**config.mk**
```make
export PLATFORM = sky130hd
export DESIGN_NAME = tsr_ctrl
export DESIGN_NICKNAME = d
export VERILOG_FILES = /design/src/rtl/tsr_pkg.sv /design/src/rtl/tsr_ctrl.sv
export SDC_FILE = /design/constraint.sdc
export NUM_CORES = 1
export LEC_CHECK = 0
export ABC_CLOCK_PERIOD_IN_PS = 1800
export BUFFER_PORTS_ARGS = -buffer_cell sky130_fd_sc_hd__clkbuf_2
export CORE_ASPECT_RATIO = 0.8
export CORE_MARGIN = 2
export CORE_UTILIZATION = 45
export CTS_CLUSTER_SIZE = 24
export DETAILED_ROUTE_END_ITERATION = 8
export PLACE_DENSITY_LB_ADDON = 0.2
export REMOVE_ABC_BUFFERS = 1
export SLEW_MARGIN = 10
export SYNTH_ARGS = -nofsm -noshare
export SYNTH_HDL_FRONTEND = slang
export SYNTH_SLANG_ARGS = --single-unit
export TNS_END_PERCENT = 20
```
**constraint.sdc**
```tcl
create_clock -name clk -period 1.8 [get_ports clk]
set_input_delay 0.09 -clock clk [delete_from_list [all_inputs] [get_ports clk]]
set_output_delay 0.09 -clock clk [all_outputs]
set_load 0.02 [all_outputs]
```
**src/rtl/tsr_pkg.sv**
```systemverilog
// shared types and constants for the timestamp rebase block
`default_nettype none

package tsr_pkg;

    localparam int IN_W  = 264;
    localparam int OUT_W = 208;

    localparam logic [1:0] CFG_BASE_NUM      = 2'd0;
    localparam logic [1:0] CFG_BASE_DEN      = 2'd1;
    localparam logic [1:0] CFG_STREAM_NUMBER = 2'd2;

    localparam logic [1:0] SLOT_DUR = 2'd0;
    localparam logic [1:0] SLOT_PTS = 2'd1;
    localparam logic [1:0] SLOT_DTS = 2'd2;

    typedef enum logic [9:0] {
        S_IDLE  = 10'b0000000001,
        S_PREP  = 10'b0000000010,
        S_CHECK = 10'b0000000100,
        S_SEL   = 10'b0000001000,
        S_MUL   = 10'b0000010000,
        S_DIV   = 10'b0000100000,
        S_FIN   = 10'b0001000000,
        S_FIX1  = 10'b0010000000,
        S_FIX2  = 10'b0100000000,
        S_EMIT  = 10'b1000000000
    } state_t;

    typedef struct packed {
        logic capture;
        logic prep;
        logic load;
        logic mul;
        logic div;
        logic fin;
        logic next_slot;
        logic fix1;
        logic fix2;
        logic emit;
    } cmd_t;

    typedef struct packed {
        logic bad;
        logic equal;
        logic need;
        logic last_slot;
        logic mul_done;
        logic div_done;
        logic out_free;
    } stat_t;

endpackage

`default_nettype wire

```
**src/rtl/tsr_ctrl.sv**
```systemverilog
// controller state machine for the timestamp rebase block
`default_nettype none

module tsr_ctrl (
    input  wire logic           clk,
    input  wire logic           rst_n,
    input  wire logic           in_tvalid,
    output logic                in_tready,
    input  tsr_pkg::stat_t      stat,
    output tsr_pkg::cmd_t       cmd
);

    tsr_pkg::state_t state_reg;
    tsr_pkg::state_t state_next;

    always_ff @(posedge clk or negedge rst_n)
    begin
        if (!rst_n)
        begin
            state_reg <= tsr_pkg::S_IDLE;
        end
        else
        begin
            state_reg <= state_next;
        end
    end

    assign in_tready = (state_reg == tsr_pkg::S_IDLE);

    always_comb
    begin
        state_next = state_reg;
        cmd        = '0;
        unique case (state_reg)
            tsr_pkg::S_IDLE:
            begin
                if (in_tvalid)
                begin
                    cmd.capture = 1'b1;
                    state_next  = tsr_pkg::S_PREP;
                end
            end
            tsr_pkg::S_PREP:
            begin
                cmd.prep   = 1'b1;
                state_next = tsr_pkg::S_CHECK;
            end
            tsr_pkg::S_CHECK:
            begin
                if (stat.bad || stat.equal)
                begin
                    state_next = tsr_pkg::S_EMIT;
                end
                else
                begin
                    state_next = tsr_pkg::S_SEL;
                end
            end
            tsr_pkg::S_SEL:
            begin
                if (stat.need)
                begin
                    cmd.load   = 1'b1;
                    state_next = tsr_pkg::S_MUL;
                end
                else if (stat.last_slot)
                begin
                    state_next = tsr_pkg::S_EMIT;
                end
                else
                begin
                    cmd.next_slot = 1'b1;
                end
            end
            tsr_pkg::S_MUL:
            begin
                cmd.mul = 1'b1;
                if (stat.mul_done)
                begin
                    state_next = tsr_pkg::S_DIV;
                end
            end
            tsr_pkg::S_DIV:
            begin
                cmd.div = 1'b1;
                if (stat.div_done)
                begin
                    state_next = tsr_pkg::S_FIN;
                end
            end
            tsr_pkg::S_FIN:
            begin
                cmd.fin = 1'b1;
                if (stat.last_slot)
                begin
                    state_next = tsr_pkg::S_FIX1;
                end
                else
                begin
                    cmd.next_slot = 1'b1;
                    state_next    = tsr_pkg::S_SEL;
                end
            end
            tsr_pkg::S_FIX1:
            begin
                cmd.fix1   = 1'b1;
                state_next = tsr_pkg::S_FIX2;
            end
            tsr_pkg::S_FIX2:
            begin
                cmd.fix2   = 1'b1;
                state_next = tsr_pkg::S_EMIT;
            end
            tsr_pkg::S_EMIT:
            begin
                if (stat.out_free)
                begin
                    cmd.emit   = 1'b1;
                    state_next = tsr_pkg::S_IDLE;
                end
            end
            default:
            begin
                state_next = tsr_pkg::S_IDLE;
            end
        endcase
    end

endmodule

`default_nettype wire

```
==> impl_metrics.py, run 1 <==
metrics = {
    "status": {
        "run_status": "complete, but fails checks",
        "failed_checks": "negative setup slack",
    },
    "synth": {
        "synthesis.area_um2": 747,
        "synth.yosys.seq_area_share": 0.337,
        "synth_enable_flop_cells": 0,
        "yosys_warn_count": 0,
        "synth.area.top_cells": "dfrtp_1 30%, nor4_4 5.7%, nor2_1 4.0%, dfstp_2 3.5%, and2_1 3.4%",
        "syn_inst": 84,
        "syn-mean-instance-area_um2": 8.89,
        "synth.ff_latch_count": 10,
        "synth_ff_type": "dfrtp_1",
        "synthTopCellsByCount": "9 x dfrtp_1, 8 x nor2_1, 6 x inv_1",
        "async_set_or_reset_flop_fraction_in_the_synthesized_netlist": 1.00,
        "synth_most_common_cell": "dfrtp_1",
        "synth_top_cell_by_area": "dfrtp_1",
        "ys_types": 37,
        "synth_largest_type_area_fraction": 0.302,
    },
    "place": {
        "gp_routability_congestion": 0.857,
        "io_buffers": 20,
        "hpwlAfterDp_um": 1410,
        "place_area_um2": 915,
    },
    "grt": {
        "overflow": 0,
        "antenna_found_initial": 0,
        "vias_in_the_first_global_route": 655,
        "groute.usage.overall": 0.213,
        "grt_first_pass_wirelength_um": 2950,
        "grt_start_max_net_pins": 11,
    },
    "power_and_ir_drop": {
        "ir_drop_mv": 0.688,
        "power_density_mw_per_mm2": 1110,
        "fin_total_pwr_uw": 1220,
        "leakage_uw": 0.000553,
    },
    "finish": {
        "fill_count": 130,
        "area_growth_pct": 47.6,
        "antenna_cells_inserted": 0,
        "finish.net_count": 132,
        "drive_gt1_frac": 0.479,
        "fin_area_mm2": 0.00110,
        "flip_flop_count_of_the_largest_register_after_layout": 10,
    },
    "timing": {
        "report.final.setup_viol": 4,
        "slack_of_the_critical_path_ns": -0.119,
        "hold_viol_final": 0,
        "actual_transition_at_the_worst_max_transition_pin_ns": 0.412,
        "clock_skew_ns": 0.00757,
        "drv_slew": 0,
        "maxSlewHeadroom": 0.721,
        "fmax_mhz": 521,
        "fin_crit_sh": 1.07,
        "grt_setup_unrepaired": "yes",
        "post-route-min-period_ns": 1.92,
    },
    "routing": {
        "detailroute.wirelength.met3_um": 104,
        "total_wire_length_after_detailed_routing_um": 2050,
        "drc_errors": 0,
        "antenna_violating_nets_post_route": 0,
        "dr.first_iter.drc_count": 23,
        "route.top_layer_used": "met4",
        "via_density_per_instance": 5.38,
        "wl_met1_um": 938,
        "met2RoutedLength_um": 971,
        "drt_pass1_iterations": 4,
        "routed_wire_length_per_instance_um": 14.3,
        "via_count": 770,
    },
    "clock_tree": {
        "clock_tree.root_cell": "clkbuf_4",
        "max-clock-path-buffers": 2,
        "clkLatencyLatePin_ns": 0.27,
        "cts_inserted_buffers": 3,
        "post_cts_clock_slew_at_the_launch_and_capture_registers_of_the_worst_setup_and_hold_paths_ns": 0.07,
        "cts_tree": "yes",
        "tritoncts_num_sinks": 10,
        "cts-htree-levels": 1,
    },
    "worst_setup_path": {
        "critical_path.endpoint_type": "output port",
        "worst_ep_required_time_ns": 1.71,
        "critPathKind": "flop to output port",
        "timing.critical_path.fanout_max": 3,
        "worstPathCellList": "nor4_4 -> nand3_1 -> or3_1 -> a21oi_2 -> buf_4",
        "worst-endpoint-arrival_ns": 1.83,
        "element_type_at_the_critical_path_start": "flop",
        "critical-path-max-stage-delay_ns": 0.41,
        "critical-path-slowest-cell": "dfrtp_1",
    },
    "job": {
        "cap_viol_max_count": 0,
    },
    "floorplan": {
        "die_h_um": 40.4,
        "core.rowCount": 13,
        "floorplan.die_area_mm2": 0.00200,
        "initial_core_util": 0.469,
        "die-width_um": 49.6,
        "io_pins": 21,
        "fp.coreArea_mm2": 0.00159,
    },
    "worst_hold_path": {
        "worst_hold_path_type": "input port to flop",
    },
}
## cells by family after synthesis
group           after synthesis  synth area share
buf+inv                       7            0.0368
xor+xnor                      2            0.0235
mux                           1            0.0201
simple gates                 47             0.415
compound gates               17             0.168
flops                        10             0.337
## per-layer routing
| layer | up-vias | global-route usage |
|---|---|---|
| li1 | 379 | - |
| met1 | 363 | 0.252 |
| met2 | 23 | 0.360 |
| met3 | 5 | 0.0709 |
| met4 | 0 | 0.104 |
| met5 | - | 0 |
## area by class of cell
cell class	count	area, um^2	share of cell area
flip-flops and latches	10	254	0.230
multi-input cells	67	523	0.474
well taps	22	27.5	0.0250
clock buffers	4	26.3	0.0238
inverters	6	22.5	0.0204
repair buffers	34	249	0.226
## worst paths after layout
path / from / end / slack [ns] / cells after the start
max in group asynchronous: rst_n / state_reg[0] / 1.31 / 2
min in group asynchronous: rst_n / state_reg[3] / 0.21 / 2
max: state_reg[7] / cmd[3] / -0.12 / 5
max reg2reg: state_reg[7] / state_reg[5] / 0 / 6
min reg2reg: state_reg[5] / state_reg[5] / 0.63 / 1
min: stat[3] / state_reg[3] / 0.07 / 2
## layout by cell type (no fill, tap or decap), types with 3 or more instances in the layout
cell type   n
nor2_1      3
nor3_1      4
and2b_1     3
nor2_2      3
inv_1       6
clkbuf_4    3
clkbuf_2   11
buf_4      16
nand3_2     3
dfrtp_1     7
nand2b_1    4
nand2_1     4
and2_1      3
buf_6       4
## worst max-delay path, delay by kind of cell, from the launching register on
family,cells,cell delay [ns]
compound gates,1,0.12
simple gates,3,0.88
buf+inv,1,0.14
flops,1,0.41
## what timing repair did
| item | CTS | global route |
|---|---|---|
| endpoints found under the setup margin | 9 | 11 |
| endpoints found under the hold margin | 10 | 0 |
| setup buffers | 4 | 3 |
| hold buffers | 1 | 0 |
| pin swaps | 3 | 6 |
| resized for setup | 10 | 27 |
## through the flow
step	instances	hold WS (ns)	utilization	setup TNS, ns	worst slack [ns]
global route	143	0.0845	0.692	-1.02	-0.185
global placement	131	-0.0276	0.574	0	0.0679
finish	143	0.0723	0.692	-0.281	-0.119
CTS	140	0.0575	0.637	-0.560	-0.179
detailed placement	131	-0.0251	0.574	0	0.0205
floorplan	83	-0.206	-	-0.0960	-0.0496
## power breakdown
part	switching [uW]	internal [uW]	total, uW
clock network	83.4	85.9	169
logic	358	376	734
registers	52.4	266	319
total	494	729	1220
(Power assumes the default switching activity.)
==> run 2, diff against run 1 <==
--- a/config.mk
+++ b/config.mk
@@ -7,9 +7,9 @@
 export LEC_CHECK = 0
 export ABC_CLOCK_PERIOD_IN_PS = 1800
 export BUFFER_PORTS_ARGS = -buffer_cell sky130_fd_sc_hd__clkbuf_2
-export CORE_ASPECT_RATIO = 0.8
 export CORE_MARGIN = 2
-export CORE_UTILIZATION = 45
+export CORE_UTILIZATION = 47
+export CTS_BUF_LIST = sky130_fd_sc_hd__clkbuf_4
 export CTS_CLUSTER_SIZE = 24
 export DETAILED_ROUTE_END_ITERATION = 8
 export PLACE_DENSITY_LB_ADDON = 0.2
==> run 2 against run 1 <==
  * The flow still finishes with violations (negative setup slack)
  * Hold slack worse by 0.0056 ns
  * Die area down 4.0%
  * Non-clock buffer count did not move
  * Clock-buffer cell count decreased by 1
  * Global-route usage rose by 2.0 points
  * First-iteration DRC count shrank 48%
  * Largest power group unchanged
  * Clock skew is 0.0015 ns higher
  * Largest cell class unchanged
  * Sequential power is essentially flat
  * Fmax decreased by 2.2%
  * Power grew 5.1%
  * Final area shrank 0.34%
==> impl_metrics.py, run 2 (same netlist as run 1, synthesis figures left out) <==
metrics = {
    "power_and_ir_drop": {
        "ir_drop_mv": 0.910,
        "power_density_mw_per_mm2": 1170,
        "leakage_uw": 0.000551,
        "fin_total_pwr_uw": 1290,
    },
    "routing": {
        "routed_wire_length_per_instance_um": 14.9,
        "dr.first_iter.drc_count": 12,
        "total_wire_length_after_detailed_routing_um": 2040,
        "via_count": 793,
        "antenna_violating_nets_post_route": 0,
        "drc_errors": 0,
        "via_density_per_instance": 5.79,
        "drt_pass1_iterations": 4,
    },
    "finish": {
        "area_growth_pct": 47.1,
        "multi_input_area_um2": 522,
        "layout_commonest_cell": "buf_4",
        "antenna_cells_inserted": 0,
        "final_cell_mix": "14 x buf_4, 13 x clkbuf_2, 7 x dfrtp_1, 6 x inv_1",
        "fill_count": 114,
        "finish.net_count": 132,
        "area_used_by_sequential_logic_in_the_layout_um2": 254,
        "flip_flop_count_of_the_largest_register_after_layout": 10,
        "drive_gt1_frac": 0.488,
    },
    "grt": {
        "overflow": 0,
        "grt_start_max_net_pins": 11,
        "antenna_found_initial": 0,
        "vias_in_the_first_global_route": 741,
        "grt_first_pass_wirelength_um": 3240,
        "groute.usage.overall": 0.233,
    },
    "job": {
        "cap_viol_max_count": 0,
    },
    "status": {
        "run_status": "complete, but fails checks",
        "failed_checks": "negative setup slack",
    },
    "clock_tree": {
        "post_cts_clock_slew_at_the_launch_and_capture_registers_of_the_worst_setup_and_hold_paths_ns": 0.08,
        "clkLatencyLatePin_ns": 0.28,
        "max-clock-path-buffers": 2,
        "clock_tree.root_cell": "clkbuf_4",
        "cts_inserted_buffers": 3,
        "tritoncts_num_sinks": 10,
        "cts-htree-levels": 1,
        "cts_tree": "yes",
    },
    "place": {
        "hpwlAfterDp_um": 1340,
        "io_buffers": 20,
        "pre_cts_slack_ns": 0.0523,
        "gp_routability_congestion": 0.811,
    },
    "worst_setup_path": {
        "worst_ep_required_time_ns": 1.71,
        "critical_path.endpoint_type": "output port",
        "critPathKind": "flop to output port",
        "element_type_at_the_critical_path_start": "flop",
        "worst-endpoint-arrival_ns": 1.87,
        "setup.reg_to_reg.worst_slack_ns": 0.02,
        "timing.critical_path.fanout_max": 3,
    },
    "timing": {
        "grt_setup_unrepaired": "yes",
        "fin_crit_sh": 1.09,
        "report.final.setup_viol": 4,
        "fmax_mhz": 510,
        "final_layout_worst_hold_slack_ns": 0.0667,
        "drv_slew": 0,
        "clock_skew_ns": 0.00905,
        "actual_transition_at_the_worst_max_transition_pin_ns": 0.426,
        "maxSlewHeadroom": 0.712,
        "post-route-min-period_ns": 1.96,
        "slack_of_the_critical_path_ns": -0.162,
        "hold_viol_final": 0,
    },
    "floorplan": {
        "io_pins": 21,
        "initial_core_util": 0.496,
        "fp.coreArea_mm2": 0.00151,
        "die_h_um": 43.9,
        "floorplan.die_area_mm2": 0.00192,
        "die-width_um": 43.9,
        "core.rowCount": 14,
    },
    "worst_hold_path": {
        "worst_hold_path_type": "input port to flop",
    },
}
-- run 2: area by class of cell --
type	count	area share
Sequential cell	10	0.231
Clock buffer	3	0.0205
Inverter	6	0.0205
Multi-Input combinational cell	67	0.475
Tap cell	16	0.0182
Clock inverter	1	0.00342
Timing Repair Buffer	34	0.231
-- run 2: routing by layer --
metal,track usage,part of all wire
met1,0.294,0.46
met2,0.368,0.45
met4,0.145,0.032
met5,0,0
met3,0.0417,0.058
-- run 2: what timing repair did --
| action | in CTS | in global routing |
|---|---|---|
| pin swaps | 6 | 7 |
| resized for setup | 16 | 16 |
| hold buffers | 1 | 0 |
| setup buffers | 6 | 3 |
| endpoints found under the setup margin | 5 | 12 |
| endpoints found under the hold margin | 10 | 0 |
-- run 2: worst max-delay path: stages (launching register included) --
cell and delay, ns:
dfrtp_1 0.42, nor4_4 0.37, nand3_2 0.14, or3_1 0.39, a21oi_2 0.13, buf_4 0.14
-- run 2: final timing paths --
path / cells past startpoint / from / to
setup reg to reg: 6 / state_reg[7] / state_reg[5]
min in group asynchronous: 2 / rst_n / state_reg[5]
hold reg to reg: 1 / state_reg[5] / state_reg[5]
max in group asynchronous: 2 / rst_n / state_reg[0]
setup / recovery: 5 / state_reg[7] / cmd[3]
hold / removal: 3 / stat[2] / state_reg[4]
-- run 2: power breakdown --
group	internal, uW	switching, uW
clock network	80.6	91.9
registers	265	53.0
logic	426	369
total	772	514
-- run 2: stage by stage --
stage / util / instances / TNS, ns / area [um^2]
after detailed placement: 0.592 / 123 / 0 / 892
after CTS: 0.689 / 134 / -0.368 / 1040
after global routing: 0.729 / 137 / -0.949 / 1100
after global placement: 0.592 / 123 / 0 / 892
after floorplan: - / 83 / -0.0960 / 742
final: 0.729 / 137 / -0.343 / 1100
